### src/hdl/tile_crop_reorder_core_assert.svh
// Assertion macros shared by the tile reorder RTL.
`ifndef TILE_CROP_REORDER_CORE_ASSERT_SVH
`define TILE_CROP_REORDER_CORE_ASSERT_SVH

// Implication in the same cycle, checked on the rising clock edge outside reset.
`define TCR_ASSERT_SAME(lbl, ante, cons, msg) \
	lbl: assert property (@(posedge clk) disable iff (!arst_n) (ante) |-> (cons)) \
		else $error(msg);

// Implication in the next cycle, checked on the rising clock edge outside reset.
`define TCR_ASSERT_NEXT(lbl, ante, cons, msg) \
	lbl: assert property (@(posedge clk) disable iff (!arst_n) (ante) |=> (cons)) \
		else $error(msg);

`endif

### src/hdl/tcr_pkg.sv
// Shared types, constants and register codes of the tile reorder block.
`timescale 1ns / 1ps
`default_nettype none
package tcr_pkg;

	localparam int DEF_STORE_DEPTH  = 262144;
	localparam int DEF_ELEMENT_BITS = 16;

	localparam int CH_W     = 3;
	localparam int EDGE_W   = 11;
	localparam int INDEX_W  = 2;
	localparam int VALUE_W  = 16;
	localparam int PROD_W   = 22;
	localparam int CHW_W    = 25;

	localparam logic [CH_W-1:0]   MAX_CHANNELS = 3'd4;
	localparam logic [EDGE_W-1:0] MAX_EDGE     = 11'd1024;

	localparam logic [CH_W-1:0]   RST_CHANNELS = 3'd3;
	localparam logic [EDGE_W-1:0] RST_HEIGHT   = 11'd224;
	localparam logic [EDGE_W-1:0] RST_WIDTH    = 11'd224;
	localparam logic [EDGE_W-1:0] RST_TILE     = 11'd112;

	localparam logic [INDEX_W-1:0] REG_CHANNEL_COUNT = 2'd0;
	localparam logic [INDEX_W-1:0] REG_FRAME_HEIGHT  = 2'd1;
	localparam logic [INDEX_W-1:0] REG_FRAME_WIDTH   = 2'd2;
	localparam logic [INDEX_W-1:0] REG_TILE_EDGE     = 2'd3;

	typedef struct packed {
		logic [CH_W-1:0]   channel_count;
		logic [EDGE_W-1:0] frame_height;
		logic [EDGE_W-1:0] frame_width;
		logic [EDGE_W-1:0] tile_edge;
	} cfg_t;

	typedef struct packed {
		logic              busy;
		logic              bad;
		logic [PROD_W-1:0] hw;
		logic [PROD_W-1:0] tw;
		logic [CHW_W-1:0]  chw;
	} chk_t;

endpackage
`default_nettype wire

### src/hdl/tcr_addr_gen.sv
// Load pointer and tile-order emit counters with incremental address update.
`timescale 1ns / 1ps
`default_nettype none
module tcr_addr_gen #(
	parameter int STORE_DEPTH = tcr_pkg::DEF_STORE_DEPTH
) (
	input  wire logic                           clk,
	input  wire logic                           arst_n,
	input  wire logic                           clear,
	input  wire logic                           load_adv,
	input  wire logic                           emit_adv,
	input  wire tcr_pkg::cfg_t                  cfg,
	input  wire tcr_pkg::chk_t                  chk,
	output logic      [$clog2(STORE_DEPTH)-1:0] wr_addr,
	output logic      [$clog2(STORE_DEPTH)-1:0] rd_addr,
	output logic                                tile_done,
	output logic                                frame_done
);

	localparam int AW = $clog2(STORE_DEPTH);
	localparam int PW = (AW + 1 > tcr_pkg::CHW_W) ? AW + 1 : tcr_pkg::CHW_W;
	localparam int EW = tcr_pkg::EDGE_W;

	logic [AW-1:0]   lp_q;
	logic [EW-2:0]   col_in_q;
	logic [EW-2:0]   row_in_q;
	logic [1:0]      ch_q;
	logic [EW-1:0]   tcol_base_q;
	logic [EW-1:0]   trow_base_q;
	logic [PW-1:0]   plane_q;
	logic [PW-1:0]   row_addr_q;
	logic [PW-1:0]   trow_addr_q;

	logic [PW-1:0]   lp_next;
	logic [PW-1:0]   lp_limit;
	logic [PW-1:0]   addr_full;
	logic [PW-1:0]   trow_addr_next;
	logic            last_col;
	logic            last_row;
	logic            last_ch;
	logic            last_tc;
	logic            last_tr;

	assign lp_next  = PW'(lp_q) + PW'(1);
	assign lp_limit = chk.bad ? PW'(STORE_DEPTH) : PW'(chk.chw);
	assign wr_addr  = lp_q;

	assign addr_full = plane_q + row_addr_q + PW'(tcol_base_q) + PW'(col_in_q);
	assign rd_addr   = addr_full[AW-1:0];

	assign last_col = (EW'(col_in_q) + EW'(1)) >= cfg.tile_edge;
	assign last_row = (EW'(row_in_q) + EW'(1)) >= cfg.tile_edge;
	assign last_ch  = (tcr_pkg::CH_W'(ch_q) + tcr_pkg::CH_W'(1)) >= cfg.channel_count;
	assign last_tc  = ({1'b0, tcol_base_q} + {1'b0, cfg.tile_edge}) >= {1'b0, cfg.frame_width};
	assign last_tr  = ({1'b0, trow_base_q} + {1'b0, cfg.tile_edge}) >= {1'b0, cfg.frame_height};

	assign tile_done  = last_col && last_row;
	assign frame_done = last_col && last_row && last_ch && last_tc && last_tr;

	assign trow_addr_next = trow_addr_q + PW'(chk.tw);

	always_ff @(posedge clk or negedge arst_n) begin
		if (!arst_n) begin
			lp_q <= '0;
		end else if (clear) begin
			lp_q <= '0;
		end else if (load_adv) begin
			lp_q <= (lp_next >= lp_limit) ? '0 : lp_next[AW-1:0];
		end
	end

	always_ff @(posedge clk or negedge arst_n) begin
		if (!arst_n) begin
			col_in_q    <= '0;
			row_in_q    <= '0;
			ch_q        <= '0;
			tcol_base_q <= '0;
			trow_base_q <= '0;
			plane_q     <= '0;
			row_addr_q  <= '0;
			trow_addr_q <= '0;
		end else if (clear) begin
			col_in_q    <= '0;
			row_in_q    <= '0;
			ch_q        <= '0;
			tcol_base_q <= '0;
			trow_base_q <= '0;
			plane_q     <= '0;
			row_addr_q  <= '0;
			trow_addr_q <= '0;
		end else if (emit_adv) begin
			priority if (!last_col) begin
				col_in_q <= col_in_q + (EW-1)'(1);
			end else if (!last_row) begin
				col_in_q   <= '0;
				row_in_q   <= row_in_q + (EW-1)'(1);
				row_addr_q <= row_addr_q + PW'(cfg.frame_width);
			end else if (!last_ch) begin
				col_in_q   <= '0;
				row_in_q   <= '0;
				ch_q       <= ch_q + 2'd1;
				plane_q    <= plane_q + PW'(chk.hw);
				row_addr_q <= trow_addr_q;
			end else if (!last_tc) begin
				col_in_q    <= '0;
				row_in_q    <= '0;
				ch_q        <= '0;
				plane_q     <= '0;
				tcol_base_q <= tcol_base_q + cfg.tile_edge;
				row_addr_q  <= trow_addr_q;
			end else if (!last_tr) begin
				col_in_q    <= '0;
				row_in_q    <= '0;
				ch_q        <= '0;
				plane_q     <= '0;
				tcol_base_q <= '0;
				trow_base_q <= trow_base_q + cfg.tile_edge;
				trow_addr_q <= trow_addr_next;
				row_addr_q  <= trow_addr_next;
			end else begin
				col_in_q    <= '0;
				row_in_q    <= '0;
				ch_q        <= '0;
				plane_q     <= '0;
				tcol_base_q <= '0;
				trow_base_q <= '0;
				trow_addr_q <= '0;
				row_addr_q  <= '0;
			end
		end
	end

endmodule
`default_nettype wire

### config.mk
export PLATFORM = sky130hd
export DESIGN_NAME = tcr_addr_gen
export DESIGN_NICKNAME = d
export VERILOG_FILES = /design/src/hdl/tile_crop_reorder_core_assert.svh /design/src/hdl/tcr_pkg.sv /design/src/hdl/tcr_addr_gen.sv
export SDC_FILE = /design/constraint.sdc
export NUM_CORES = 1
export LEC_CHECK = 0
export BUFFER_PORTS_ARGS = -buffer_cell sky130_fd_sc_hd__buf_4
export CAP_MARGIN = 20
export CORE_UTILIZATION = 45
export CTS_CLUSTER_SIZE = 30
export DETAILED_ROUTE_END_ITERATION = 7
export PLACE_DENSITY = 0.69
export SETUP_SLACK_MARGIN = 0.15
export SYNTH_ARGS = -nofsm -noshare
export SYNTH_HDL_FRONTEND = slang
export SYNTH_SLANG_ARGS = --single-unit
export TNS_END_PERCENT = 100
### constraint.sdc
create_clock -name clk -period 5.43 [get_ports clk]
set_input_delay 0.2715 -clock clk [delete_from_list [all_inputs] [get_ports clk]]
set_output_delay 0.2715 -clock clk [all_outputs]
set_load 0.03 [all_outputs]
==> metrics.md <==
| Metric | Value |
|---|---|
| Cell family with most CP delay | compound AO/OA/AOI/OAI gates |
| Crit-path max FO | 26 |
| Root buf cell | clkbuf_16 |
| Commonest non-fill, non-tap cells in the layout | 167 x ha_1, 153 x buf_4, 116 x dfrtp_1 |
| Req. time, crit path | ~5.8 ns |
| Vias in the first global route | roughly 9700 |
| Via density | around 5.8 |
| Final non-filler cell area | 0.0134 mm^2 |
| Crit path DAT | roughly 5 ns |
| Clock latency at the later pin of the worst-skew pair | roughly 0.43 ns |
| Grt met2 use | 40.9% |
| Final worst path period share | approximately 87% |
| Share of cells above drive strength 1 | ~15% |
| TritonCTS Sinks | approximately 120 |
| Total negative slack | 0 ns |
| GRT Resource Usage Total | roughly a quarter |
| Setup CP Type | flop to flop |
| Length in cells of the worst reg-to-reg path | 19 |
| Startpoint Class | flop |
| RSZ-0062 raised after global routing | no |
| Hold EP | plane_q[0]$_DFFE_PN0P_ |
| Initial antenna violation count | 0 |
| Slew headroom | between 20% and 30% |
| Cell Pwr Density | about 360 mW/mm^2 |
| Ys async rst share | 100% |
| Top_reg_cell synth | dfrtp_1 |
| Clk slew on worst S/H paths | around 0.06 ns |
| Area Overhead vs Synth | 17.4% |
| CP max stage cell | dfrtp_1 |
| Clock Skew | 0.00883 ns |
| Total grt overflow | 0 |
| Number of routed nets with antenna violations | 0 |
| Sequential cell area fraction in the yosys report | 25.4% |
| HPWL after DPL | approximately 23 mm |
| Mapped Nets | 1584 |
| CTS tree | built |
| Placed inst area | 0.0128 mm^2 |
| Cell mode on critical path | o21ai_0 |
| Storage element area | approximately 0.0029 mm^2 |
| First-pass GRT wire length | 48.7 mm |
| Met1 Track Usage GR | between 30% and 40% |
| Die ar. | roughly 0.026 mm^2 |
| FMAX | roughly 210 MHz |
| FF-to-FF Start | tcol_base_q[0]$_DFFE_PN0P_ |
| Synthesized area | ~0.011 mm^2 |
| Detailed-route via count | 10105 |
| Crit. Startpoint | tcol_base_q[0]$_DFFE_PN0P_ |
| Met3 usage | 2.90% |
| Reg2Reg Capture Point | row_addr_q[5]$_DFFE_PN0P_ |
| Critical path cell sequence | ha_1 > inv_1 > fa_1 > nor2b_1 > o21ai_0 > a21boi_0 > o21ai_0 > a21oi_1 > nor2b_1 > o211ai_1 > ha_1 > a211oi_1 > o21ai_0 > a41o_2 > o21ai_4 > buf_4 > and2_1 > o21ai_1 > a221oi_1 |
| Min-delay worst type | input port to flop |
| H-tree Lvls | 4 |
| Worst setup EP type | flop |
| Die Wd | around 160 um |
| Hold path start | chk[47] |
| Cells after synthesis | roughly 1300 |
| Max clock buf depth | 2 |
| Overall routed net length | between 30 and 40 mm |
| Buf+Inv Stages, Crit Path | 2 |
| Leading cell type in the layout, fill and taps excluded | ha_1 |
| Worst slew pin tran | 1.09 ns |
| Worst hold stages | 4 |
| Yosys reg bits | 116 |
| DRT iter0 DRCs | 583 |
| Multi-input logic area | slightly above 0.008 mm^2 |
| Pins over their slew limit | 0 |
| Io pins | 150 |
| Slowest cell delay on critical path | 0.40 ns |
| Setup bufs post-CTS | 0 |
| Final min period | ~4.7 ns |
| Fill cell count | between 2000 and 2500 |
| Peak supply drop | a little under 0.5 mV |
| IO Port Bufs | 140 |
| Top Usage Layer GRT | met2 |
| Final Hold Viols | 0 |
| RePlAce Congestion | around 0.87 |
| Leak Pwr | around 7 nW |
| Die Y | ~160 um |
| Post-synth cell types | 82 |
| Largest net degree at the start of global routing | 71 |
| Drt pass-1 iters | 5 |
| Core Area | around 0.025 mm^2 |
| Mapped Avg Cell Area | roughly 8.9 um^2 |
| Status | completed |
| R2R setup slack | ~0.71 ns |
| Maxcap violations | 0 |
| Initial Util | approximately 46% |
| Final Net Count | ~1700 |
| Remaining DRCs | 0 |
| Site Rows | between 50 and 60 |
| Post-synth EDFFs | 0 |
| Antenna diodes | 0 |
| Cts bufs inserted | 17 |
| Yosys Warn Count | 0 |
| WL/cell | 17.2 um |
| Final setup vio count | 0 |
[routing by layer]
metal	routed length [um]	up-vias
met5	0	-
li1	-	4990
met2	15100	219
met1	13200	4858
met3	1220	38
met4	602	0
[per-stage QoR]
stage | power, mW | hold WS [ns] | utilization, % | instances | setup slack, ns
floorplan | 2.93 | -0.0241 | - | 1279 | 1.28
global placement | 3.62 | 0.336 | 52.0 | 1719 | 0.752
detailed placement | 3.69 | 0.335 | 52.0 | 1719 | 0.676
CTS | 4.87 | 0.191 | 54.4 | 1752 | 0.654
global route | 5.18 | 0.203 | 54.4 | 1752 | 0.275
finish | 4.84 | 0.195 | 54.4 | 1752 | 0.708
[repair_timing]
action                                  in CTS  in global routing
hold endpoints to repair                    46                  0
gates resized for setup                      0                  1
endpoints found under the setup margin       0                  1
hold buffers                                 1                  0
[final cells by class]
type,count,area share [%]
repair buffers,154,8.65
inverters,73,2.05
multi-input cells,1053,60.1
flip-flops and latches,116,21.7
well taps,324,3.03
clock buffers,19,3.31
clock inverters,13,1.18
[sequential cells by signal, indices dropped and copies added, names as in the netlist]
signal / count
trow_addr_q: 18
wr_addr: 18
row_addr_q: 18
trow_base_q: 11
ch_q: 2
tcol_base_q: 11
col_in_q: 10
plane_q: 18
row_in_q: 10
[worst min-delay path, delay by kind of cell]
kind | cells | cell delay, ns
AND/OR/NAND/NOR | 2 | 0.12
adder cells (fa/ha/maj) | 1 | 0.12
buffers and inverters | 1 | 0.08
[cell usage after synthesis, drive strengths merged, types with 19 or more instances]
master / instances / area, um^2
a21o: 37 / 279
a21oi: 77 / 393
a22o: 22 / 193
a31oi: 33 / 206
and3: 24 / 150
clkbuf: 24 / 120
dfrtp: 116 / 2900
fa: 26 / 521
ha: 167 / 2090
inv: 73 / 274
nand2: 104 / 390
nand2b: 32 / 200
nand3: 38 / 190
nor2: 79 / 307
nor3: 29 / 156
o21a: 20 / 151
o21ai: 60 / 315
o31ai: 19 / 143
xnor2: 54 / 473
xor2: 41 / 359
[where the power goes]
part,internal (mW),leakage (nW),total [mW],switching (mW)
Clock,0.731,0.285,1.17,0.437
Sequential,0.971,1.58,1.12,0.147
Combinational,1.06,5.01,2.56,1.50
Total,2.76,6.88,4.84,2.08
[how the worst max path moves through the flow]
stage / end / slack, ns / depth (start not counted)
2_1_floorplan: frame_done / 1.28 / 17
3_3_place_gp: trow_addr_q[17]$_DFFE_PN0P_ / 0.75 / 20
3_5_place_dp: trow_addr_q[17]$_DFFE_PN0P_ / 0.68 / 20
4_1_cts: trow_addr_q[17]$_DFFE_PN0P_ / 0.65 / 20
5_1_grt: row_addr_q[5]$_DFFE_PN0P_ / 0.28 / 20
6_report: row_addr_q[5]$_DFFE_PN0P_ / 0.71 / 19
[cell families (layout without fill, tap and decap cells)]
kind of cell | count (synthesis) | after routing | share of synthesized area (%)
flops | 116 | 116 | 25.4
compound gates | 376 | 376 | 23.1
mux | 6 | 6 | 0.548
fa+ha+maj | 193 | 193 | 22.9
simple gates | 383 | 383 | 16.8
buf+inv | 110 | 259 | 4.05
xor+xnor | 95 | 95 | 7.29
No activity file was read; power rests on OpenSTA's default activity.
