**src/hdl/tile_crop_reorder_core_assert.svh**
```systemverilog
// Assertion macros shared by the tile reorder RTL.
`ifndef TILE_CROP_REORDER_CORE_ASSERT_SVH
`define TILE_CROP_REORDER_CORE_ASSERT_SVH

// Implication in the same cycle, checked on the rising clock edge outside reset.
`define TCR_ASSERT_SAME(lbl, ante, cons, msg) \
	lbl: assert property (@(posedge clk) disable iff (!arst_n) (ante) |-> (cons)) \
		else $error(msg);

// Implication in the next cycle, checked on the rising clock edge outside reset.
`define TCR_ASSERT_NEXT(lbl, ante, cons, msg) \
	lbl: assert property (@(posedge clk) disable iff (!arst_n) (ante) |=> (cons)) \
		else $error(msg);

`endif

```
**src/hdl/tcr_pkg.sv**
```systemverilog
// Shared types, constants and register codes of the tile reorder block.
`timescale 1ns / 1ps
`default_nettype none
package tcr_pkg;

	localparam int DEF_STORE_DEPTH  = 262144;
	localparam int DEF_ELEMENT_BITS = 16;

	localparam int CH_W     = 3;
	localparam int EDGE_W   = 11;
	localparam int INDEX_W  = 2;
	localparam int VALUE_W  = 16;
	localparam int PROD_W   = 22;
	localparam int CHW_W    = 25;

	localparam logic [CH_W-1:0]   MAX_CHANNELS = 3'd4;
	localparam logic [EDGE_W-1:0] MAX_EDGE     = 11'd1024;

	localparam logic [CH_W-1:0]   RST_CHANNELS = 3'd3;
	localparam logic [EDGE_W-1:0] RST_HEIGHT   = 11'd224;
	localparam logic [EDGE_W-1:0] RST_WIDTH    = 11'd224;
	localparam logic [EDGE_W-1:0] RST_TILE     = 11'd112;

	localparam logic [INDEX_W-1:0] REG_CHANNEL_COUNT = 2'd0;
	localparam logic [INDEX_W-1:0] REG_FRAME_HEIGHT  = 2'd1;
	localparam logic [INDEX_W-1:0] REG_FRAME_WIDTH   = 2'd2;
	localparam logic [INDEX_W-1:0] REG_TILE_EDGE     = 2'd3;

	typedef struct packed {
		logic [CH_W-1:0]   channel_count;
		logic [EDGE_W-1:0] frame_height;
		logic [EDGE_W-1:0] frame_width;
		logic [EDGE_W-1:0] tile_edge;
	} cfg_t;

	typedef struct packed {
		logic              busy;
		logic              bad;
		logic [PROD_W-1:0] hw;
		logic [PROD_W-1:0] tw;
		logic [CHW_W-1:0]  chw;
	} chk_t;

endpackage
`default_nettype wire

```
**src/hdl/tcr_cfg_check.sv**
```systemverilog
// Configuration checker: tile divisibility, ranges and frame size products.
`timescale 1ns / 1ps
`default_nettype none
module tcr_cfg_check #(
	parameter int STORE_DEPTH = tcr_pkg::DEF_STORE_DEPTH
) (
	input  wire logic          clk,
	input  wire logic          arst_n,
	input  wire logic          start,
	input  wire tcr_pkg::cfg_t cfg,
	output tcr_pkg::chk_t      chk
);

	localparam logic [1:0] ST_IDLE = 2'd0;
	localparam logic [1:0] ST_RUN  = 2'd1;
	localparam logic [1:0] ST_FIN  = 2'd2;
	localparam int CNT_W = $clog2(tcr_pkg::EDGE_W);

	logic [1:0]                  state_q;
	logic [CNT_W-1:0]            cnt_q;
	logic [CNT_W-1:0]            bit_idx;
	logic [tcr_pkg::EDGE_W-1:0]  rem_h_q;
	logic [tcr_pkg::EDGE_W-1:0]  rem_w_q;
	logic                        bad_q;
	logic                        range_bad;
	logic [tcr_pkg::PROD_W-1:0]  hw_q;
	logic [tcr_pkg::PROD_W-1:0]  tw_q;
	logic [tcr_pkg::CHW_W-1:0]   chw_q;

	function automatic logic [tcr_pkg::EDGE_W-1:0] div_step(
		input logic [tcr_pkg::EDGE_W-1:0] rem,
		input logic                       nbit,
		input logic [tcr_pkg::EDGE_W-1:0] dvs
	);
		logic [tcr_pkg::EDGE_W:0] r;
		r = {rem, nbit};
		if (r >= {1'b0, dvs}) begin
			r = r - {1'b0, dvs};
		end
		return r[tcr_pkg::EDGE_W-1:0];
	endfunction

	assign bit_idx = CNT_W'(tcr_pkg::EDGE_W - 1) - cnt_q;

	assign range_bad = (cfg.channel_count == '0) || (cfg.channel_count > tcr_pkg::MAX_CHANNELS)
		|| (cfg.frame_height == '0) || (cfg.frame_height > tcr_pkg::MAX_EDGE)
		|| (cfg.frame_width == '0) || (cfg.frame_width > tcr_pkg::MAX_EDGE)
		|| (cfg.tile_edge == '0) || (cfg.tile_edge > tcr_pkg::MAX_EDGE);

	always_ff @(posedge clk or negedge arst_n) begin
		if (!arst_n) begin
			state_q <= ST_RUN;
			cnt_q   <= '0;
			rem_h_q <= '0;
			rem_w_q <= '0;
			bad_q   <= 1'b1;
		end else if (start) begin
			state_q <= ST_RUN;
			cnt_q   <= '0;
			rem_h_q <= '0;
			rem_w_q <= '0;
		end else begin
			unique case (state_q)
				ST_RUN: begin
					rem_h_q <= div_step(rem_h_q, cfg.frame_height[bit_idx], cfg.tile_edge);
					rem_w_q <= div_step(rem_w_q, cfg.frame_width[bit_idx], cfg.tile_edge);
					cnt_q   <= cnt_q + CNT_W'(1);
					if (cnt_q == CNT_W'(tcr_pkg::EDGE_W - 1)) begin
						state_q <= ST_FIN;
					end
				end
				ST_FIN: begin
					bad_q   <= range_bad || (rem_h_q != '0) || (rem_w_q != '0)
						|| (chw_q > tcr_pkg::CHW_W'(STORE_DEPTH));
					state_q <= ST_IDLE;
				end
				ST_IDLE: begin
					state_q <= ST_IDLE;
				end
				default: begin
					state_q <= ST_IDLE;
				end
			endcase
		end
	end

	always_ff @(posedge clk) begin
		hw_q  <= tcr_pkg::PROD_W'(cfg.frame_height) * tcr_pkg::PROD_W'(cfg.frame_width);
		tw_q  <= tcr_pkg::PROD_W'(cfg.tile_edge) * tcr_pkg::PROD_W'(cfg.frame_width);
		chw_q <= tcr_pkg::CHW_W'(cfg.channel_count) * tcr_pkg::CHW_W'(hw_q);
	end

	always_comb begin
		chk.busy = (state_q != ST_IDLE);
		chk.bad  = bad_q;
		chk.hw   = hw_q;
		chk.tw   = tw_q;
		chk.chw  = chw_q;
	end

endmodule
`default_nettype wire

```
**config.mk**
```make
export PLATFORM = sky130hd
export DESIGN_NAME = tcr_cfg_check
export DESIGN_NICKNAME = d
export VERILOG_FILES = /design/src/hdl/tile_crop_reorder_core_assert.svh /design/src/hdl/tcr_pkg.sv /design/src/hdl/tcr_cfg_check.sv
export SDC_FILE = /design/constraint.sdc
export NUM_CORES = 1
export LEC_CHECK = 0
export BUFFER_PORTS_ARGS = -buffer_cell sky130_fd_sc_hd__buf_4
export CAP_MARGIN = 20
export CORE_MARGIN = 5
export CORE_UTILIZATION = 55
export DETAILED_ROUTE_END_ITERATION = 6
export PLACE_DENSITY = 0.75
export REMOVE_ABC_BUFFERS = 1
export SKIP_LAST_GASP = 1
export SYNTH_ARGS = -nofsm -noshare
export SYNTH_HDL_FRONTEND = slang
export SYNTH_SLANG_ARGS = --single-unit
```
**constraint.sdc**
```tcl
create_clock -name clk -period 5 [get_ports clk]
set_input_delay 0.5 -clock clk [delete_from_list [all_inputs] [get_ports clk]]
set_output_delay 0.5 -clock clk [all_outputs]
set_load 0.01 [all_outputs]
```
==> flow_summary.json, run 1 <==
{
  "status": "finished clean",
  "antenna_found_initial": 0,
  "vias": 12100,
  "seq_area_um2": 2110,
  "hold_viol": 0,
  "drive_gt1_share_pct": 14.8,
  "drtPass1Iterations": 5,
  "synth_warnings": 0,
  "via_per_inst": 5.65,
  "io_pins": 110,
  "layout.cells.non_filler": 2145,
  "die_h_um": 172,
  "finalCriticalPeriod_ns": 4.80,
  "drtIter0Drc": 724,
  "clock_path_buffers": 2,
  "grt_max_degree": 39,
  "synth-edff-count": 0,
  "worstSetupEndpointType": "flop",
  "yosysUniqueCellTypes": 79,
  "hp-class": "input pin to async pin",
  "ctsRootBufferMaster": "clkbuf_16",
  "routed_wl_um": 35600,
  "grt_pass1_wl_um": 60700,
  "numPlacedInstances": 2129,
  "setup_viol": 0,
  "num_rows": 59,
  "ys_seq_elements": 98,
  "start_util_pct": 55.5,
  "fin_tns_setup_ns": 0,
  "fillers": 2138,
  "clkSlewWorstSetupHoldPaths_ns": 0.09,
  "route.detailed.drc": 0,
  "critical_path.max_fanout": 7,
  "multi_input_area_um2": 11000,
  "grt_pass1_vias": 12600,
  "fin_hold_ws_ns": 0.0533,
  "leakage_nw": 8.59,
  "grt_overflow_total": 0,
  "min_period_over_period_pct": 96.0,
  "synthesis.area_um2": 14400,
  "postCtsSetupBuffers": 0,
  "io_buffer_count": 109,
  "startpoint_type": "input pin",
  "gp_congestion": 0.911,
  "required_ns": 5.25,
  "clock_sinks": 98,
  "design_area_um2": 16500,
  "async_flop_share_pct": 29.6,
  "power_per_cell_area_nw_per_um2": 585,
  "drt-wirelength-per-cell_um": 16.6,
  "dpl_cell_area_um2": 16100,
  "worst_pin_slew_ns": 0.786,
  "clk_latency_ns": 0.36,
  "grt_usage_pct": 25.1,
  "final_nets": 2195,
  "max-slew-margin-rel_pct": 46.9,
  "worst_clock_skew_ns": 0.0129,
  "ant_nets": 0,
  "synthCells": 1649,
  "core_um2": 25900,
  "syn2layout_area_growth_pct": 14.6,
  "htreeDepth": 3,
  "crit_type": "input pin to flop",
  "max_freq_mhz": 208,
  "synth_seq_area_share_pct": 14.7,
  "drv_slew": 0,
  "numCtsBuffers": 9,
  "cap_violations": 0,
  "dieWidth_um": 172,
  "diodes": 0,
  "synth_ff_type": "dfxtp_1",
  "worstPathArrival_ns": 5.05,
  "dpl.hpwl_um": 28600,
  "vdd_ir_drop_max_mv": 0.865,
  "cts_tree": "yes",
  "syn_area_per_cell_um2": 8.72,
  "dieArea_um2": 29500,
  "postLayoutCoreUtil_pct": 63.6
}
[worst paths after layout]
| path | endpoint | cells past startpoint | start | slack (ns) |
|---|---|---|---|---|
| setup reg to reg | rem_w_q[5]$_DFFE_PN0P_ | 12 | cnt_q[1]$_DFFE_PN0P_ | 0.95 |
| hold reg to reg | bad_q$_DFFE_PN1P_ | 2 | bad_q$_DFFE_PN1P_ | 0.53 |
| max in group asynchronous | state_q[0]$_DFFE_PN1P_ | 1 | arst_n | 4.63 |
| setup / recovery | tw_q[21]$_DFF_P_ | 17 | cfg[3] | 0.20 |
| hold / removal | rem_w_q[8]$_DFFE_PN0P_ | 1 | arst_n | 0.05 |
| min in group clk | hw_q[0]$_DFF_P_ | 2 | cfg[22] | 0.49 |
[timing repair]
action,in CTS,in global routing
hold buffers,0,0
setup endpoints to repair,0,10
resized for setup,0,11
hold endpoints to repair,0,0
[cell usage after synthesis (all sizes together) (4+ instances only)]
| cell type | instances | area [µm²] |
|---|---|---|
| a211o | 6 | 53.8 |
| a41oi | 4 | 42.6 |
| and3 | 10 | 63.8 |
| o41ai | 5 | 43.8 |
| nor3 | 14 | 81.3 |
| o21ai | 44 | 220 |
| xor2 | 27 | 236 |
| mux4 | 4 | 90.1 |
| nor2b | 16 | 100 |
| mux2i | 9 | 90.1 |
| o211ai | 6 | 45.0 |
| ha | 168 | 2100 |
| inv | 267 | 1000 |
| fa | 183 | 3660 |
| o311ai | 4 | 35.0 |
| a31o | 5 | 43.8 |
| a211oi | 14 | 110 |
| o22ai | 4 | 25.0 |
| a21o | 23 | 173 |
| a31oi | 9 | 56.3 |
| nand2 | 196 | 736 |
| buf | 5 | 36.3 |
| clkbuf | 63 | 236 |
| o21a | 15 | 113 |
| xnor2 | 40 | 358 |
| o21bai | 10 | 75.1 |
| a311oi | 4 | 41.3 |
| nand2b | 8 | 50.1 |
| a21oi | 54 | 270 |
| and2 | 151 | 945 |
| nor2 | 61 | 229 |
| dfxtp | 69 | 1380 |
| o31ai | 5 | 37.5 |
| nand3 | 25 | 125 |
| nand4 | 13 | 81.3 |
| dfrtp | 27 | 676 |
| or3 | 6 | 42.5 |
| nor4 | 19 | 119 |
| o31a | 10 | 97.6 |
[kinds of logic (layout without fill, tap and decap cells)]
group           count (synthesis)  after routing  share of synthesized area (%)
flops                          98             98                           14.7
buf+inv                       335            496                           8.87
fa+ha+maj                     351            351                           40.1
simple gates                  541            541                           19.2
mux                            14             14                           1.33
compound gates                243            243                           11.7
xor+xnor                       67             67                           4.14
[placed cells by master (no fill, tap or decap), types with 23 or more instances in the layout]
cell and n:
a21oi_1 53, xor2_1 27, nor2_1 61, buf_4 211, nand3_1 25, and2_1 151
fa_1 183, nand2_1 196, a21o_1 23, dfrtp_1 27, ha_1 168, xnor2_1 39
dfxtp_1 69, o21ai_0 39, inv_1 267
[flip-flops by register name (all words and copies together) (netlist names)]
signal   count
chw_q       25
hw_q        22
tw_q        22
rem_h_q     11
rem_w_q     11
cnt_q        4
state_q      2
bad_q        1
[critical path: stages]
cell and delay (ns):
buf_4 0.15, buf_4 0.16, and2_1 0.17, fa_1 0.49, fa_1 0.54, fa_1 0.55, fa_1 0.56, inv_1 0.06
fa_1 0.53, inv_1 0.04, ha_1 0.30, a21oi_1 0.08, o21ai_0 0.20, a41oi_2 0.08, buf_4 0.17, o211a_1 0.21
a211o_1 0.25
[per-stage QoR]
stage	power [mW]	worst slack, ns
final	9.63	0.199
after global routing	10.7	-0.0340
after CTS	9.56	0.134
after detailed placement	8.73	-0.229
after global placement	8.52	-0.176
after floorplan	6.24	0.0517
[layout make-up]
cell class	instances	share of cell area [%]
multi-input cells	1216	66.9
well taps	335	2.55
flip-flops and latches	98	12.8
clock buffers	9	1.37
clock inverters	7	0.479
inverters	267	6.09
repair buffers	213	9.81
[power by group]
part           internal, mW  switching, mW  leakage (nW)
Clock                 0.357          0.390         0.148
Combinational          3.49           3.92          7.47
Sequential             1.19          0.294         0.968
Total                  5.03           4.60          8.59
[routing by layer]
layer  track usage [%]  wire (µm)  up-vias  share of wire (%)
met4              7.61        838        0                2.4
met2              44.6      17800      386                 50
met3              2.83       2020       80                5.7
li1                  -          -     5680                  -
met5                 0          0        -                  0
met1              32.3      14900     5978                 42
(Power assumes the default switching activity.)
==> inputs of run 2 (changes only) <==
Clock period 5 ns to 5.9 ns, I/O delays scaled along.
==> run 2 against run 1 <==
Against the previous run:
- clock power shrank 13%
- sequential share of layout area increased by 0.65 points
- final cell count fell by 4.8%
- total power fell by 22%
- first-iteration DRC count fell by 0.28%
- design area decreased by 4.8%
- die area unchanged
- critical endpoint is now tw_q[20]$_DFF_P_
- core utilization shrank 3.1 points
- via count decreased by 3.9%
- critical path type unchanged
==> flow_summary.json, run 2 (same netlist as run 1, synthesis figures left out) <==
{
  "hp-class": "input pin to async pin",
  "cp.buffers_inverters": 4,
  "min_period_over_period_pct": 89.4,
  "wl_met1_um": 14300,
  "wl_met2_um": 17100,
  "fillers": 2251,
  "top_regs": "chw_q (25), hw_q (22), tw_q (22)",
  "postCtsSetupBuffers": 0,
  "status": "finished clean",
  "routed_wl_um": 34000,
  "crit_chain": "buf_4 -> nand2_1 -> fa_1 -> inv_1 -> fa_1 -> fa_1 -> fa_1 -> inv_1 -> fa_1 -> inv_1 -> ha_1 -> o21ai_0 -> nand2b_1 -> a41oi_1 -> o21ai_0 -> a2111oi_0 -> nand4b_1",
  "drtPass1Iterations": 5,
  "crit_type": "input pin to flop",
  "layout.cells.non_filler": 2043,
  "rsz0062_at_grt": "no",
  "route.detailed.drc": 0,
  "holdBufCountCts": 0,
  "drt-wirelength-per-cell_um": 16.7,
  "final_nets": 2093,
  "cts_tree": "yes",
  "timing.rr.start": "cnt_q[0]$_DFFE_PN0P_",
  "numPlacedInstances": 2027,
  "layout_common_cells": "inv_1 (267), nand2_1 (196), fa_1 (183)",
  "worst_pin_slew_ns": 0.783,
  "htreeDepth": 3,
  "start_util_pct": 55.5,
  "final_common_cell": "inv_1",
  "fin_tns_setup_ns": 0,
  "dpl.hpwl_um": 26800,
  "drtIter0Drc": 722,
  "required_ns": 6.20,
  "vias": 11600,
  "top_register": "chw_q",
  "via_per_inst": 5.70,
  "leakage_nw": 8.09,
  "crit_start": "cfg[15]",
  "power_per_cell_area_nw_per_um2": 479,
  "clock_path_buffers": 2,
  "gp_congestion": 0.876,
  "worstPathArrival_ns": 5.58,
  "grt_overflow_total": 0,
  "dieWidth_um": 172,
  "cap_violations": 0,
  "grt_pass1_wl_um": 58600,
  "worstSetupEndpointType": "flop",
  "dieArea_um2": 29500,
  "finalCriticalPeriod_ns": 5.28,
  "io_buffer_count": 109,
  "grt_usage_pct": 24.2,
  "core_um2": 25900,
  "syn2layout_area_growth_pct": 9.04,
  "ant_nets": 0,
  "hold_viol": 0,
  "worst_clock_skew_ns": 0.00945,
  "postLayoutCoreUtil_pct": 60.5,
  "clk_latency_ns": 0.37,
  "startpoint_type": "input pin",
  "io_pins": 110,
  "die_h_um": 172,
  "drive_gt1_share_pct": 9.37,
  "wl_met3_um": 1960,
  "path_common_cell": "fa_1",
  "grt_pass1_vias": 12200,
  "clock_sinks": 98,
  "vdd_ir_drop_max_mv": 0.478,
  "numCtsBuffers": 9,
  "cts_resized": 0,
  "grt_max_degree": 39,
  "drv_slew": 0,
  "crit_slowest_cell": "fa_1",
  "max-slew-margin-rel_pct": 47.1,
  "diodes": 0,
  "antenna_found_initial": 0,
  "num_rows": 59,
  "critical_path.max_fanout": 24,
  "max_freq_mhz": 190,
  "critPathTopFamily": "adder cells",
  "largest_reg_flops": 25,
  "ctsRootBufferMaster": "clkbuf_16",
  "routed.top_layer": "met4",
  "setup_viol": 0,
  "clkSlewWorstSetupHoldPaths_ns": 0.08,
  "max_stage_delay_ns": 0.55
}
## run 2: cell types whose count changed in the layout (fill, tap and decap cells not counted), sizes merged
cell / before / now
buf: 213 / 111
clkbuf: 9 / 10
clkinv: 4 / 2
clkinvlp: 0 / 1
## run 2: report_power, final
part           switching (mW)  internal (mW)  total (mW)
Clock                   0.323          0.326       0.650
Sequential              0.247           1.01        1.26
Combinational            3.15           2.45        5.60
Total                    3.72           3.79        7.50
## run 2: path summary, 6_finish.rpt
check / endpoint / slack, ns / depth (start not counted)
max in group asynchronous: bad_q$_DFFE_PN1P_ / 5.44 / 1
min in group clk: bad_q$_DFFE_PN1P_ / 0.54 / 2
worst min-delay path: state_q[1]$_DFFE_PN0P_ / 0.14 / 1
worst min register to register: bad_q$_DFFE_PN1P_ / 0.54 / 2
worst max register to register: rem_w_q[7]$_DFFE_PN0P_ / 1.54 / 13
worst max-delay path: tw_q[20]$_DFF_P_ / 0.62 / 17
## run 2: layout make-up
type	count	area [µm²]	share of cell area [%]
Clock buffer	10	250	1.60
Tap cell	335	419	2.67
Multi-Input combinational cell	1216	11000	70.1
Clock inverter	6	66.3	0.423
Sequential cell	98	2110	13.5
Timing Repair Buffer	111	833	5.32
Inverter	267	1000	6.40
## run 2: per-layer routing
metal  track usage [%]  vias up
met3              3.17       56
li1                  -     5470
met5                 0        -
met1              30.9     5764
met4              7.37        0
met2              42.8      357
## run 2: stage by stage
| step | hold slack, ns | area [µm²] | power (mW) | worst slack (ns) |
|---|---|---|---|---|
| after detailed placement | 0.533 | 15400 | 6.80 | 0.288 |
| after global placement | 0.535 | 15400 | 6.67 | 0.386 |
| after CTS | 0.147 | 15700 | 7.52 | 0.662 |
| after global routing | 0.163 | 15700 | 8.32 | 0.228 |
| final | 0.135 | 15700 | 7.50 | 0.623 |
| after floorplan | 0.294 | 14100 | 5.29 | 0.862 |
